## src/rtl/vsmfp_pkg.sv

```systemverilog
// types and constants for the varint status message frame parser
// used by varint_status_message_frame_parser_unit; no dependencies
`default_nettype none

package vsmfp_pkg;

   localparam int BufferBytes = 4096;
   localparam int PosW        = $clog2(BufferBytes + 1);
   localparam int TypeW       = 62;
   localparam int KeepW       = 12;
   localparam int MsgLenW     = 32;
   localparam int PadLenW     = 16;
   localparam int FieldCntW   = 4;
   localparam int ConsumedW   = 13;
   localparam int CsrDataW    = TypeW;
   localparam int CsrIndexW   = 1;

   localparam logic [KeepW-1:0] KeepLimitReset = KeepW'(127);
   localparam logic [5:0]       TypeFirstMask  = 6'h3F;
   localparam int               TypePrefixLsb  = 6;

   typedef enum logic [CsrIndexW-1:0] {
      CSR_FRAME_TYPE = 1'b0,
      CSR_KEEP_LIMIT = 1'b1
   } csr_index_type;

   typedef enum logic [3:0] {
      PH_TYPE_FIRST = 4'd0,
      PH_TYPE_REST  = 4'd1,
      PH_STATUS     = 4'd2,
      PH_LENGTH     = 4'd3,
      PH_MESSAGE    = 4'd4,
      PH_AFTER_MSG  = 4'd5,
      PH_PAD_LO     = 4'd6,
      PH_PADDING    = 4'd7,
      PH_DONE       = 4'd8,
      PH_ERROR      = 4'd9
   } phase_type;

   typedef struct packed {
      logic [7:0] data_byte;
      logic       final_byte;
   } req_type;

   typedef struct packed {
      logic [7:0]           message_byte;
      logic                 message_byte_valid;
      logic                 trailing_byte;
      logic                 frame_done;
      logic                 frame_error;
      logic [7:0]           status_code;
      logic [ConsumedW-1:0] consumed_count;
   } rsp_type;

endpackage

`default_nettype wire

```

## src/rtl/varint_status_message_frame_parser_unit.sv

```systemverilog
// frame parser: varint type, status, length-prefixed message, optional padding
// depends on vsmfp_pkg
`default_nettype none

// Usage
// req channel: one buffer byte per request, final_byte on the last byte of
//   the buffer; req_payload is taken when req_valid is high and req_stall low.
// rsp channel: exactly one response per request, in order, taken when
//   rsp_valid is high and rsp_stall low. Kept message bytes, trailing flags,
//   and on the final byte either frame_done (with status and byte count) or
//   frame_error.
// csr port: write csr_write_data to register csr_index while csr_write_enable
//   is high; index 0 is the expected frame type, index 1 the keep limit.
//   Write only while no request is in flight.
// The parse step is combinational from the request to the response register,
//   or to the skid stage while that register is held; throughput is one byte
//   per cycle while req_stall is low.
// A one-entry skid stage behind the response register keeps requests flowing
//   while a response waits; req_stall rises only when both hold a response.
// Synchronous reset clears the parser to the first type byte, empties the
//   response stages and loads register reset values (type 0, keep limit 127).
module varint_status_message_frame_parser_unit
   import vsmfp_pkg::*;
(
   input  wire logic                 clock,
   input  wire logic                 reset,
   input  wire logic                 req_valid,
   output      logic                 req_stall,
   input  wire req_type              req_payload,
   output      logic                 rsp_valid,
   input  wire logic                 rsp_stall,
   output      rsp_type              rsp_payload,
   input  wire logic                 csr_write_enable,
   input  wire logic [CsrIndexW-1:0] csr_index,
   input  wire logic [CsrDataW-1:0]  csr_write_data
);

   logic [TypeW-1:0]     exp_type_ff, exp_type_in;
   logic [KeepW-1:0]     keep_limit_ff, keep_limit_in;

   phase_type            phase_ff, phase_in, phase_cur, phase_step;
   logic [FieldCntW-1:0] field_left_ff, field_left_in, field_left_step, field_dec;
   logic [TypeW-1:0]     type_acc_ff, type_acc_in, type_acc_step;
   logic [7:0]           status_ff, status_in, status_step;
   logic [MsgLenW-1:0]   msg_left_ff, msg_left_in, msg_left_step, msg_dec;
   logic [KeepW-1:0]     msg_index_ff, msg_index_in, msg_index_step;
   logic [PadLenW-1:0]   pad_left_ff, pad_left_in, pad_left_step, pad_dec;
   logic [PosW-1:0]      pos_ff, pos_in, pos_next;
   logic [PosW-1:0]      frame_end_ff, frame_end_in, frame_end_step;

   logic                 overflow, type_match, keep_byte, is_final, accept;
   logic [7:0]           data;
   logic [1:0]           prefix;
   rsp_type              result;

   rsp_type              out_ff, out_in, skid_ff, skid_in;
   logic                 out_valid_ff, out_valid_in, skid_valid_ff, skid_valid_in;

   assign data     = req_payload.data_byte;
   assign is_final = req_payload.final_byte;
   assign prefix   = data[7:TypePrefixLsb];

   assign req_stall   = skid_valid_ff;
   assign accept      = req_valid && !req_stall;
   assign rsp_valid   = out_valid_ff;
   assign rsp_payload = out_ff;

   // configuration
   always_comb begin
      exp_type_in   = exp_type_ff;
      keep_limit_in = keep_limit_ff;
      if (csr_write_enable) begin
         unique case (csr_index_type'(csr_index))
            CSR_FRAME_TYPE: exp_type_in   = csr_write_data;
            CSR_KEEP_LIMIT: keep_limit_in = csr_write_data[KeepW-1:0];
            default:        exp_type_in   = exp_type_ff;
         endcase
      end
   end

   // parse datapath
   assign overflow  = pos_ff >= PosW'(BufferBytes);
   assign pos_next  = overflow ? PosW'(BufferBytes) : pos_ff + PosW'(1);
   assign phase_cur = overflow ? PH_ERROR : phase_ff;
   assign field_dec = field_left_ff - FieldCntW'(1);
   assign msg_dec   = msg_left_ff - MsgLenW'(1);
   assign pad_dec   = pad_left_ff - PadLenW'(1);
   assign keep_byte = (phase_cur == PH_MESSAGE) && (msg_index_ff < keep_limit_ff);

   always_comb begin
      field_left_step = field_left_ff;
      type_acc_step   = type_acc_ff;
      status_step     = status_ff;
      msg_left_step   = msg_left_ff;
      msg_index_step  = msg_index_ff;
      pad_left_step   = pad_left_ff;
      frame_end_step  = frame_end_ff;
      unique case (phase_cur)
         PH_TYPE_FIRST: begin
            type_acc_step = {{(TypeW-6){1'b0}}, data[5:0] & TypeFirstMask};
            unique case (prefix)
               2'd1:    field_left_step = FieldCntW'(1);
               2'd2:    field_left_step = FieldCntW'(3);
               2'd3:    field_left_step = FieldCntW'(7);
               default: field_left_step = field_left_ff;
            endcase
         end
         PH_TYPE_REST: begin
            type_acc_step   = {type_acc_ff[TypeW-9:0], data};
            field_left_step = field_dec;
         end
         PH_STATUS: begin
            status_step     = data;
            field_left_step = FieldCntW'(4);
            msg_left_step   = '0;
         end
         PH_LENGTH: begin
            msg_left_step   = {msg_left_ff[MsgLenW-9:0], data};
            field_left_step = field_dec;
            if (field_dec == '0) begin
               frame_end_step = pos_next;
            end
         end
         PH_MESSAGE: begin
            if (msg_index_ff != '1) begin
               msg_index_step = msg_index_ff + KeepW'(1);
            end
            msg_left_step = msg_dec;
            if (msg_dec == '0) begin
               frame_end_step = pos_next;
            end
         end
         PH_AFTER_MSG: begin
            if (!is_final) begin
               pad_left_step = {data, 8'h00};
            end
         end
         PH_PAD_LO: begin
            pad_left_step  = {pad_left_ff[PadLenW-1:8], data};
            frame_end_step = pos_next;
         end
         PH_PADDING: begin
            pad_left_step = pad_dec;
            if (pad_dec == '0) begin
               frame_end_step = pos_next;
            end
         end
         default: begin
            field_left_step = field_left_ff;
         end
      endcase
   end

   assign type_match = type_acc_step == exp_type_ff;

   // next state
   always_comb begin
      unique case (phase_cur)
         PH_TYPE_FIRST: begin
            if (prefix == 2'd0) begin
               phase_step = type_match ? PH_STATUS : PH_ERROR;
            end else begin
               phase_step = PH_TYPE_REST;
            end
         end
         PH_TYPE_REST: begin
            if (field_dec == '0) begin
               phase_step = type_match ? PH_STATUS : PH_ERROR;
            end else begin
               phase_step = PH_TYPE_REST;
            end
         end
         PH_STATUS: phase_step = PH_LENGTH;
         PH_LENGTH: begin
            if (field_dec == '0) begin
               phase_step = (msg_left_step == '0) ? PH_AFTER_MSG : PH_MESSAGE;
            end else begin
               phase_step = PH_LENGTH;
            end
         end
         PH_MESSAGE:   phase_step = (msg_dec == '0) ? PH_AFTER_MSG : PH_MESSAGE;
         PH_AFTER_MSG: phase_step = is_final ? PH_DONE : PH_PAD_LO;
         PH_PAD_LO:    phase_step = (pad_left_step == '0) ? PH_DONE : PH_PADDING;
         PH_PADDING:   phase_step = (pad_dec == '0) ? PH_DONE : PH_PADDING;
         PH_DONE:      phase_step = PH_DONE;
         default:      phase_step = PH_ERROR;
      endcase
      phase_in = is_final ? PH_TYPE_FIRST : phase_step;
   end

   // response and state commit, cleared after the final byte
   always_comb begin
      result                    = '0;
      result.message_byte_valid = keep_byte;
      result.message_byte       = keep_byte ? data : 8'h00;
      result.trailing_byte      = (phase_cur == PH_DONE) ||
                                  ((phase_cur == PH_AFTER_MSG) && is_final);
      if (is_final) begin
         if ((phase_step == PH_DONE) || (phase_step == PH_AFTER_MSG)) begin
            result.frame_done     = 1'b1;
            result.status_code    = status_step;
            result.consumed_count = ConsumedW'(frame_end_step);
         end else begin
            result.frame_error = 1'b1;
         end
      end

      if (is_final) begin
         field_left_in = '0;
         type_acc_in   = '0;
         status_in     = '0;
         msg_left_in   = '0;
         msg_index_in  = '0;
         pad_left_in   = '0;
         pos_in        = '0;
         frame_end_in  = '0;
      end else begin
         field_left_in = field_left_step;
         type_acc_in   = type_acc_step;
         status_in     = status_step;
         msg_left_in   = msg_left_step;
         msg_index_in  = msg_index_step;
         pad_left_in   = pad_left_step;
         pos_in        = pos_next;
         frame_end_in  = frame_end_step;
      end
   end

   // response register and skid stage
   always_comb begin
      out_in        = out_ff;
      out_valid_in  = out_valid_ff;
      skid_in       = skid_ff;
      skid_valid_in = skid_valid_ff;
      if (!out_valid_ff || !rsp_stall) begin
         if (skid_valid_ff) begin
            out_in        = skid_ff;
            out_valid_in  = 1'b1;
            skid_valid_in = 1'b0;
         end else begin
            out_in       = result;
            out_valid_in = accept;
         end
      end else if (accept) begin
         skid_in       = result;
         skid_valid_in = 1'b1;
      end
   end

   always_ff @(posedge clock) begin
      if (reset) begin
         exp_type_ff   <= '0;
         keep_limit_ff <= KeepLimitReset;
         phase_ff      <= PH_TYPE_FIRST;
         field_left_ff <= '0;
         type_acc_ff   <= '0;
         status_ff     <= '0;
         msg_left_ff   <= '0;
         msg_index_ff  <= '0;
         pad_left_ff   <= '0;
         pos_ff        <= '0;
         frame_end_ff  <= '0;
         out_valid_ff  <= 1'b0;
         skid_valid_ff <= 1'b0;
      end else begin
         exp_type_ff   <= exp_type_in;
         keep_limit_ff <= keep_limit_in;
         out_valid_ff  <= out_valid_in;
         skid_valid_ff <= skid_valid_in;
         if (accept) begin
            phase_ff      <= phase_in;
            field_left_ff <= field_left_in;
            type_acc_ff   <= type_acc_in;
            status_ff     <= status_in;
            msg_left_ff   <= msg_left_in;
            msg_index_ff  <= msg_index_in;
            pad_left_ff   <= pad_left_in;
            pos_ff        <= pos_in;
            frame_end_ff  <= frame_end_in;
         end
      end
   end

   always_ff @(posedge clock) begin
      out_ff  <= out_in;
      skid_ff <= skid_in;
   end

`ifndef SYNTH
   a_skid_behind_out: assert property (@(posedge clock) disable iff (reset)
      skid_valid_ff |-> out_valid_ff)
      else $error("skid holds a response while the response register is empty");

   a_done_xor_error: assert property (@(posedge clock) disable iff (reset)
      out_valid_ff |-> !(out_ff.frame_done && out_ff.frame_error))
      else $error("response reports done and error together");

   a_final_clears: assert property (@(posedge clock) disable iff (reset)
      (accept && is_final) |=> (phase_ff == PH_TYPE_FIRST) && (pos_ff == '0))
      else $error("parser not cleared after the final byte");

   a_pos_bound: assert property (@(posedge clock) disable iff (reset)
      pos_ff <= PosW'(BufferBytes))
      else $error("byte position beyond the buffer size");

   a_kept_not_trailing: assert property (@(posedge clock) disable iff (reset)
      out_valid_ff |-> !(out_ff.message_byte_valid && out_ff.trailing_byte))
      else $error("byte flagged both kept and trailing");
`endif

endmodule

`default_nettype wire
```

## config.mk

```make
export PLATFORM = sky130hd
export DESIGN_NAME = varint_status_message_frame_parser_unit
export DESIGN_NICKNAME = d
export VERILOG_FILES = /design/src/rtl/vsmfp_pkg.sv /design/src/rtl/varint_status_message_frame_parser_unit.sv
export SDC_FILE = /design/constraint.sdc
export NUM_CORES = 1
export LEC_CHECK = 0
export BUFFER_PORTS_ARGS = -buffer_cell sky130_fd_sc_hd__buf_4
export CAP_MARGIN = 20
export CORE_MARGIN = 3
export CORE_UTILIZATION = 45
export CTS_CLUSTER_SIZE = 20
export DETAILED_ROUTE_END_ITERATION = 10
export GPL_ROUTABILITY_DRIVEN = 0
export HOLD_SLACK_MARGIN = 0.08
export REMOVE_ABC_BUFFERS = 1
export SYNTH_ARGS = -nofsm -noshare
export SYNTH_HDL_FRONTEND = slang
export SYNTH_SLANG_ARGS = --single-unit
```

## constraint.sdc

```tcl
create_clock -name clock -period 4.64 [get_ports clock]
set_clock_uncertainty 0.05 [all_clocks]
set_input_delay 0.928 -clock clock [delete_from_list [all_inputs] [get_ports clock]]
set_output_delay 0.928 -clock clock [all_outputs]
set_load 0.01 [all_outputs]
```

==> flow_summary.toml, run 1 <==
[run_status]
status = "complete, no violations"

[setup_path]
reg2reg_depth = 14
critPathLaunchType = "flop"
end_kind = "flop"
required_ps = 4930
cp_max_fo = 22
cp_data_arrival_time_ps = 4730
worstSetupPathType = "reg -> reg"

[cts]
cts-buffers-inserted = 35
htree_levels = 2
root_buffer = "clkbuf_16"
cts_tree = "done"
clkLatencyLatePin_ps = 520
post_cts_buffers = 0
clk_path_buf_depth = 3
cts_hold_buf = 0
clk_pin_slew_ps = 60
cts_sinks = 306

[global_routing]
busiest_layer = "met2"
antenna_found_initial = 0
met1_usage_pct = 34.3
grt_remaining_overflow = 0
grt_pass1_vias = 14500
gr-usage-met3_pct = 3.91
grt_max_degree = 120
track_usage_pct = 24.2
grt_pass1_wl_mm = 77.8
grtUsageMet2_pct = 38.1

[run]
maxCapViolations = 0

[die]
die_w_um = 197
core-area_mm2 = 0.0357
rows = 69
io_pins = 112
start_util_pct = 46.0
die_h_um = 197
dieArea_mm2 = 0.0389

[finish]
final_nets = 2175
register_area_mm2 = 0.00679
area_growth_pct = 15.3
nFillCells = 3403
fin_util_pct = 53.0
drive_gt1_share_pct = 14.1
fin_area_mm2 = 0.0189
diodes = 0
multi_input_area_mm2 = 0.00887

[drt]
first_pass_iters = 9
via_per_inst = 5.96
drc_errors = 0
wirelength_mm = 48.2
ant_nets = 0
routedWlPerCell_um = 18.8
num_vias = 15300
first_iter_violations = 1483

[power_and_ir_drop]
vdd_drop_max_uv = 196
combPwrFrac_pct = 7.3
power.internal_mw = 4.50
seq_power_share_pct = 47.5
p_sw_share_pct = 24.0
p_leak_nw = 7.11
power_frac_clock_pct = 45.2
p_per_area_mw_per_mm2 = 312
switchingPower_mw = 1.42

[synth]
yosysMostFrequentCell = "nand2_1"
ys_ff_latch = 306
syn_area_per_cell_um2 = 8.10
async_reset_ff_share_pct = 0
ys_top_cells_by_area = "dfxtp_1, edfxtp_1, nand2_1"
synth_cells = 2029
synth-seq-area-share_pct = 41.3
yosys_warnings = 0
synth_area_mm2 = 0.0164
synthFlopType = "dfxtp_1"
synth_edf_count = 66
yosys-top-cells-count = "nand2_1, nor2_1, dfxtp_1, a21oi_1, clkbuf_1"
yosys.area.top_type = "dfxtp_1"
netlist.area_leader.share_pct = 29.2
ys_types = 81

[place]
portBuffers = 111
post_dp_cell_area_mm2 = 0.0178
dpl.hpwl_mm = 32.6

[hold_path]
hold_path_class = "reg -> reg"
hold_depth = 2

[sta]
report.final.hold_viol_count = 0
finalSetupViolations = 0
post-route-period-util_pct = 95.6
worstMarginPinSlew_ps = 1010
fmax_mhz = 225
slew_headroom_pct = 32.4
final-max-slew-violation-count = 0
period_minus_slack_ps = 4440
cell families (layout without fill, tap and decap cells):
group,after synthesis,after routing,synth area share (%)
compound gates,534,534,22.2
flops,306,306,41.3
mux,31,31,1.93
buf+inv,225,300,5.36
simple gates,842,842,23.9
fa+ha+maj,20,20,1.52
xor+xnor,71,71,3.78
stage by stage:
stage | std cells | hold slack [ps] | setup WS [ps] | total power, mW | setup TNS (ps)
finish | 2565 | 407 | 205 | 5.92 | 0
global route | 2565 | 429 | -0.348 | 6.13 | -0.348
CTS | 2565 | 412 | 109 | 5.98 | 0
detailed placement | 2502 | 404 | 114 | 3.30 | 0
global placement | 2502 | 401 | 221 | 3.30 | 0
floorplan | 1862 | 380 | -2560 | 3.06 | -260860
sequential cells by signal (all words and copies together), names as in the netlist, 4 cells and up:
register and count:
phase_ff 4, frame_end_ff 13, rsp_payload 33, msg_index_ff 12, pad_left_ff 16, pos_ff 13
keep_limit_ff 12, type_acc_ff 62, exp_type_ff 62, msg_left_ff 32, skid_ff 33, field_left_ff 4
status_ff 8
repair_timing:
item | CTS | global route
endpoints found under the setup margin | 0 | 32
gates resized for setup | 0 | 12
hold endpoints to repair | 0 | 0
power by group through the flow:
stage / Combinational, mW / Sequential, mW / Clock [mW]
4_1_cts: 0.430 / 2.82 / 2.73
6_report: 0.431 / 2.82 / 2.68
2_1_floorplan: 0.191 / 2.87 / 0
3_3_place_gp: 0.425 / 2.87 / 0
3_5_place_dp: 0.429 / 2.87 / 0
5_1_grt: 0.474 / 2.82 / 2.83
layer usage:
layer | part of all wire [%] | up-vias
met3 | 7.0 | 108
met2 | 44 | 581
met5 | 0 | -
li1 | - | 7416
met1 | 46 | 7181
met4 | 2.9 | 0
critical path: stages, from the launching register on:
cell and delay, ps:
dfxtp_1 340, inv_1 110, ha_2 250, or3b_4 430
or3_4 370, o31a_1 300, o22ai_2 130, nand4_1 140
or4_4 590, a21oi_2 170, nand4b_1 180, or3b_1 380
mux2_4 320, buf_4 230, o31ai_2 240
area by class of cell:
| class | instances | share of cell area, % |
|---|---|---|
| repair buffers | 179 | 7.33 |
| inverters | 58 | 1.15 |
| well taps | 461 | 3.04 |
| flip-flops and latches | 306 | 35.8 |
| multi-input cells | 1498 | 46.8 |
| clock buffers | 48 | 5.26 |
| clock inverters | 15 | 0.588 |
cells in the final DEF (no fill, tap or decap), types with 20 or more instances in the layout:
| master | n |
|---|---|
| a21oi_1 | 163 |
| a22oi_1 | 97 |
| a2bb2oi_1 | 21 |
| a32oi_1 | 20 |
| buf_4 | 174 |
| clkbuf_16 | 37 |
| dfxtp_1 | 238 |
| edfxtp_1 | 66 |
| inv_1 | 57 |
| mux2i_1 | 29 |
| nand2_1 | 274 |
| nand3_1 | 49 |
| nand4_1 | 27 |
| nor2_1 | 260 |
| nor2b_1 | 20 |
| nor3_1 | 41 |
| nor4_1 | 31 |
| o21ai_0 | 67 |
| xnor2_1 | 43 |
| xor2_1 | 28 |
final timing paths:
path | startpoint | to | slack [ps]
max | pad_left_ff[1] | rsp_payload[5] | 200
min reg2reg | keep_limit_ff[11] | keep_limit_ff[11] | 410
max reg2reg | pad_left_ff[1] | rsp_payload[5] | 200
min | keep_limit_ff[11] | keep_limit_ff[11] | 410
No activity file was read; power rests on OpenSTA's default activity.
==> run 2, diff against run 1 <==
--- a/config.mk
+++ b/config.mk
@@ -6,13 +6,16 @@
 export NUM_CORES = 1
 export LEC_CHECK = 0
 export BUFFER_PORTS_ARGS = -buffer_cell sky130_fd_sc_hd__buf_4
-export CAP_MARGIN = 20
+export CAP_MARGIN = 10
+export CELL_PAD_IN_SITES_DETAIL_PLACEMENT = 2
+export CELL_PAD_IN_SITES_GLOBAL_PLACEMENT = 2
 export CORE_MARGIN = 3
-export CORE_UTILIZATION = 45
+export CORE_UTILIZATION = 37
 export CTS_CLUSTER_SIZE = 20
 export DETAILED_ROUTE_END_ITERATION = 10
 export GPL_ROUTABILITY_DRIVEN = 0
 export HOLD_SLACK_MARGIN = 0.08
+export PLACE_DENSITY_LB_ADDON = 0.1
 export REMOVE_ABC_BUFFERS = 1
 export SYNTH_ARGS = -nofsm -noshare
 export SYNTH_HDL_FRONTEND = slang
==> run 2 against run 1 <==
First-iteration DRC count shrank 28%. Utilization decreased by 8.0 points. Sequential share of layout area is 1.1 points lower. Hold slack improved by 6.7 ps. Clock power rose by 22%. Via count is 5.3% higher. Worst setup slack got worse by 92 ps. Sequential power barely moved. Design area rose by 3.2%. Clock-buffer cell count down 4. Flip-flop and latch count is the same.
==> flow_summary.toml, run 2 (synthesized netlist as in run 1, its figures left out) <==
[finish]
multi_input_area_mm2 = 0.00892
layout_commonest_cell = "nand2_1"
drive_gt1_share_pct = 15.4
largestRegisters = "exp_type_ff: 62 flops, type_acc_ff: 62 flops"
register_area_mm2 = 0.00679
area_growth_pct = 19.0
final_nets = 2197
nFillCells = 4884
fin_area_mm2 = 0.0196
diodes = 0
layout_common_cells = "nand2_1, nor2_1, dfxtp_1"

[cts]
clk_pin_slew_ps = 60
cts_hold_buf = 0
clk_path_buf_depth = 3
htree_levels = 2
cts_tree = "done"
cts-buffers-inserted = 38
root_buffer = "clkbuf_16"
cts_sinks = 306
clkLatencyLatePin_ps = 570

[die]
start_util_pct = 37.8
core-area_mm2 = 0.0435
die_h_um = 217
die_w_um = 217
io_pins = 112
rows = 76
dieArea_mm2 = 0.0470

[sta]
fmax_mhz = 221
worstMarginPinSlew_ps = 1040
finalSetupViolations = 0
final-max-slew-violation-count = 0
period_minus_slack_ps = 4530
post-route-period-util_pct = 97.6
whs_ps = 414
slew_headroom_pct = 30.4
rsz0062_at_grt = "no"
report.final.hold_viol_count = 0

[place]
portBuffers = 111
post_dp_cell_area_mm2 = 0.0181
dpl.hpwl_mm = 42.8

[run]
maxCapViolations = 0

[drt]
wirelength_mm = 63.3
via_per_inst = 5.93
ant_nets = 0
drc_errors = 0
num_vias = 16100
first_pass_iters = 5
routedWlPerCell_um = 23.3
first_iter_violations = 1069

[hold_path]
hold_path_class = "reg -> reg"

[setup_path]
required_ps = 4960
cp_max_fo = 20
critPathLaunchType = "flop"
worstSetupPathType = "reg -> reg"
r2r_setup_slack_ps = 110
cp_data_arrival_time_ps = 4850
end_kind = "flop"

[global_routing]
grt_pass1_vias = 17400
track_usage_pct = 26.4
grt_pass1_wl_mm = 99.6
antenna_found_initial = 0
grt_remaining_overflow = 0
grt_max_degree = 97

[run_status]
status = "complete, no violations"

[power_and_ir_drop]
vdd_drop_max_uv = 285
p_per_area_mw_per_mm2 = 335
p_leak_nw = 7.32
[run 2: cell count changes in the layout (fill, tap and decap cells not counted), sizes merged]
cell	previous run	this run
clkinvlp	2	4
buf	179	197
bufinv	1	8
mux2	2	3
clkbuf	48	44
inv	57	59
[run 2: per-stage QoR]
step	std cells	util, %	setup TNS (ps)	power, mW	setup slack (ps)
final	2715	45.0	0	6.55	112
after global routing	2715	45.0	0	6.80	10.4
after CTS	2712	44.8	0	6.63	27.8
after detailed placement	2642	41.6	-26.2	3.34	-20.3
after global placement	2642	41.6	0	3.32	196
after floorplan	1862	-	-260860	3.06	-2560
[run 2: layout make-up]
type	count	share of cell area [%]
Tap cell	585	3.74
Timing Repair Buffer	197	7.84
Inverter	58	1.11
Clock buffer	44	5.14
Multi-Input combinational cell	1499	45.6
Clock inverter	26	1.84
Sequential cell	306	34.7
[run 2: timing repair]
action	4_1_cts	5_1_grt
setup endpoints to repair	12	35
resized for setup	2	16
buffers inserted	0	2
gates cloned	0	1
pin swaps	0	4
[run 2: metal layers]
layer | GRT usage, % | up-vias | part of all wire [%]
met5 | 0 | - | 0
met4 | 9.00 | 0 | 3.0
met3 | 3.69 | 115 | 4.2
met2 | 48.0 | 364 | 51
met1 | 32.1 | 8164 | 42
li1 | - | 7452 | -
[run 2: worst max-delay path, cell delays in order (launching register included)]
cell      delay, ps
dfxtp_1         370
inv_2           110
ha_4            160
or3b_4          440
or3_4           380
a21o_1          210
a221oi_2        310
nand4_1         140
or4_4           590
a21oi_2         190
nand4b_1        140
or3b_4          430
mux2_4          350
buf_12          190
o31ai_2         260
[run 2: path summary, 6_finish.rpt]
| path | start | to | depth (start not counted) |
|---|---|---|---|
| max reg2reg | pad_left_ff[0] | rsp_payload[20] | 14 |
| max | pad_left_ff[0] | rsp_payload[20] | 14 |
| min reg2reg | keep_limit_ff[11] | keep_limit_ff[11] | 2 |
| min | keep_limit_ff[11] | keep_limit_ff[11] | 2 |
[run 2: where the power goes]
part           internal [mW]  total [mW]  switching, mW
clock                   2.01        3.27           1.26
combinational          0.165       0.466          0.301
sequential              2.77        2.82         0.0455
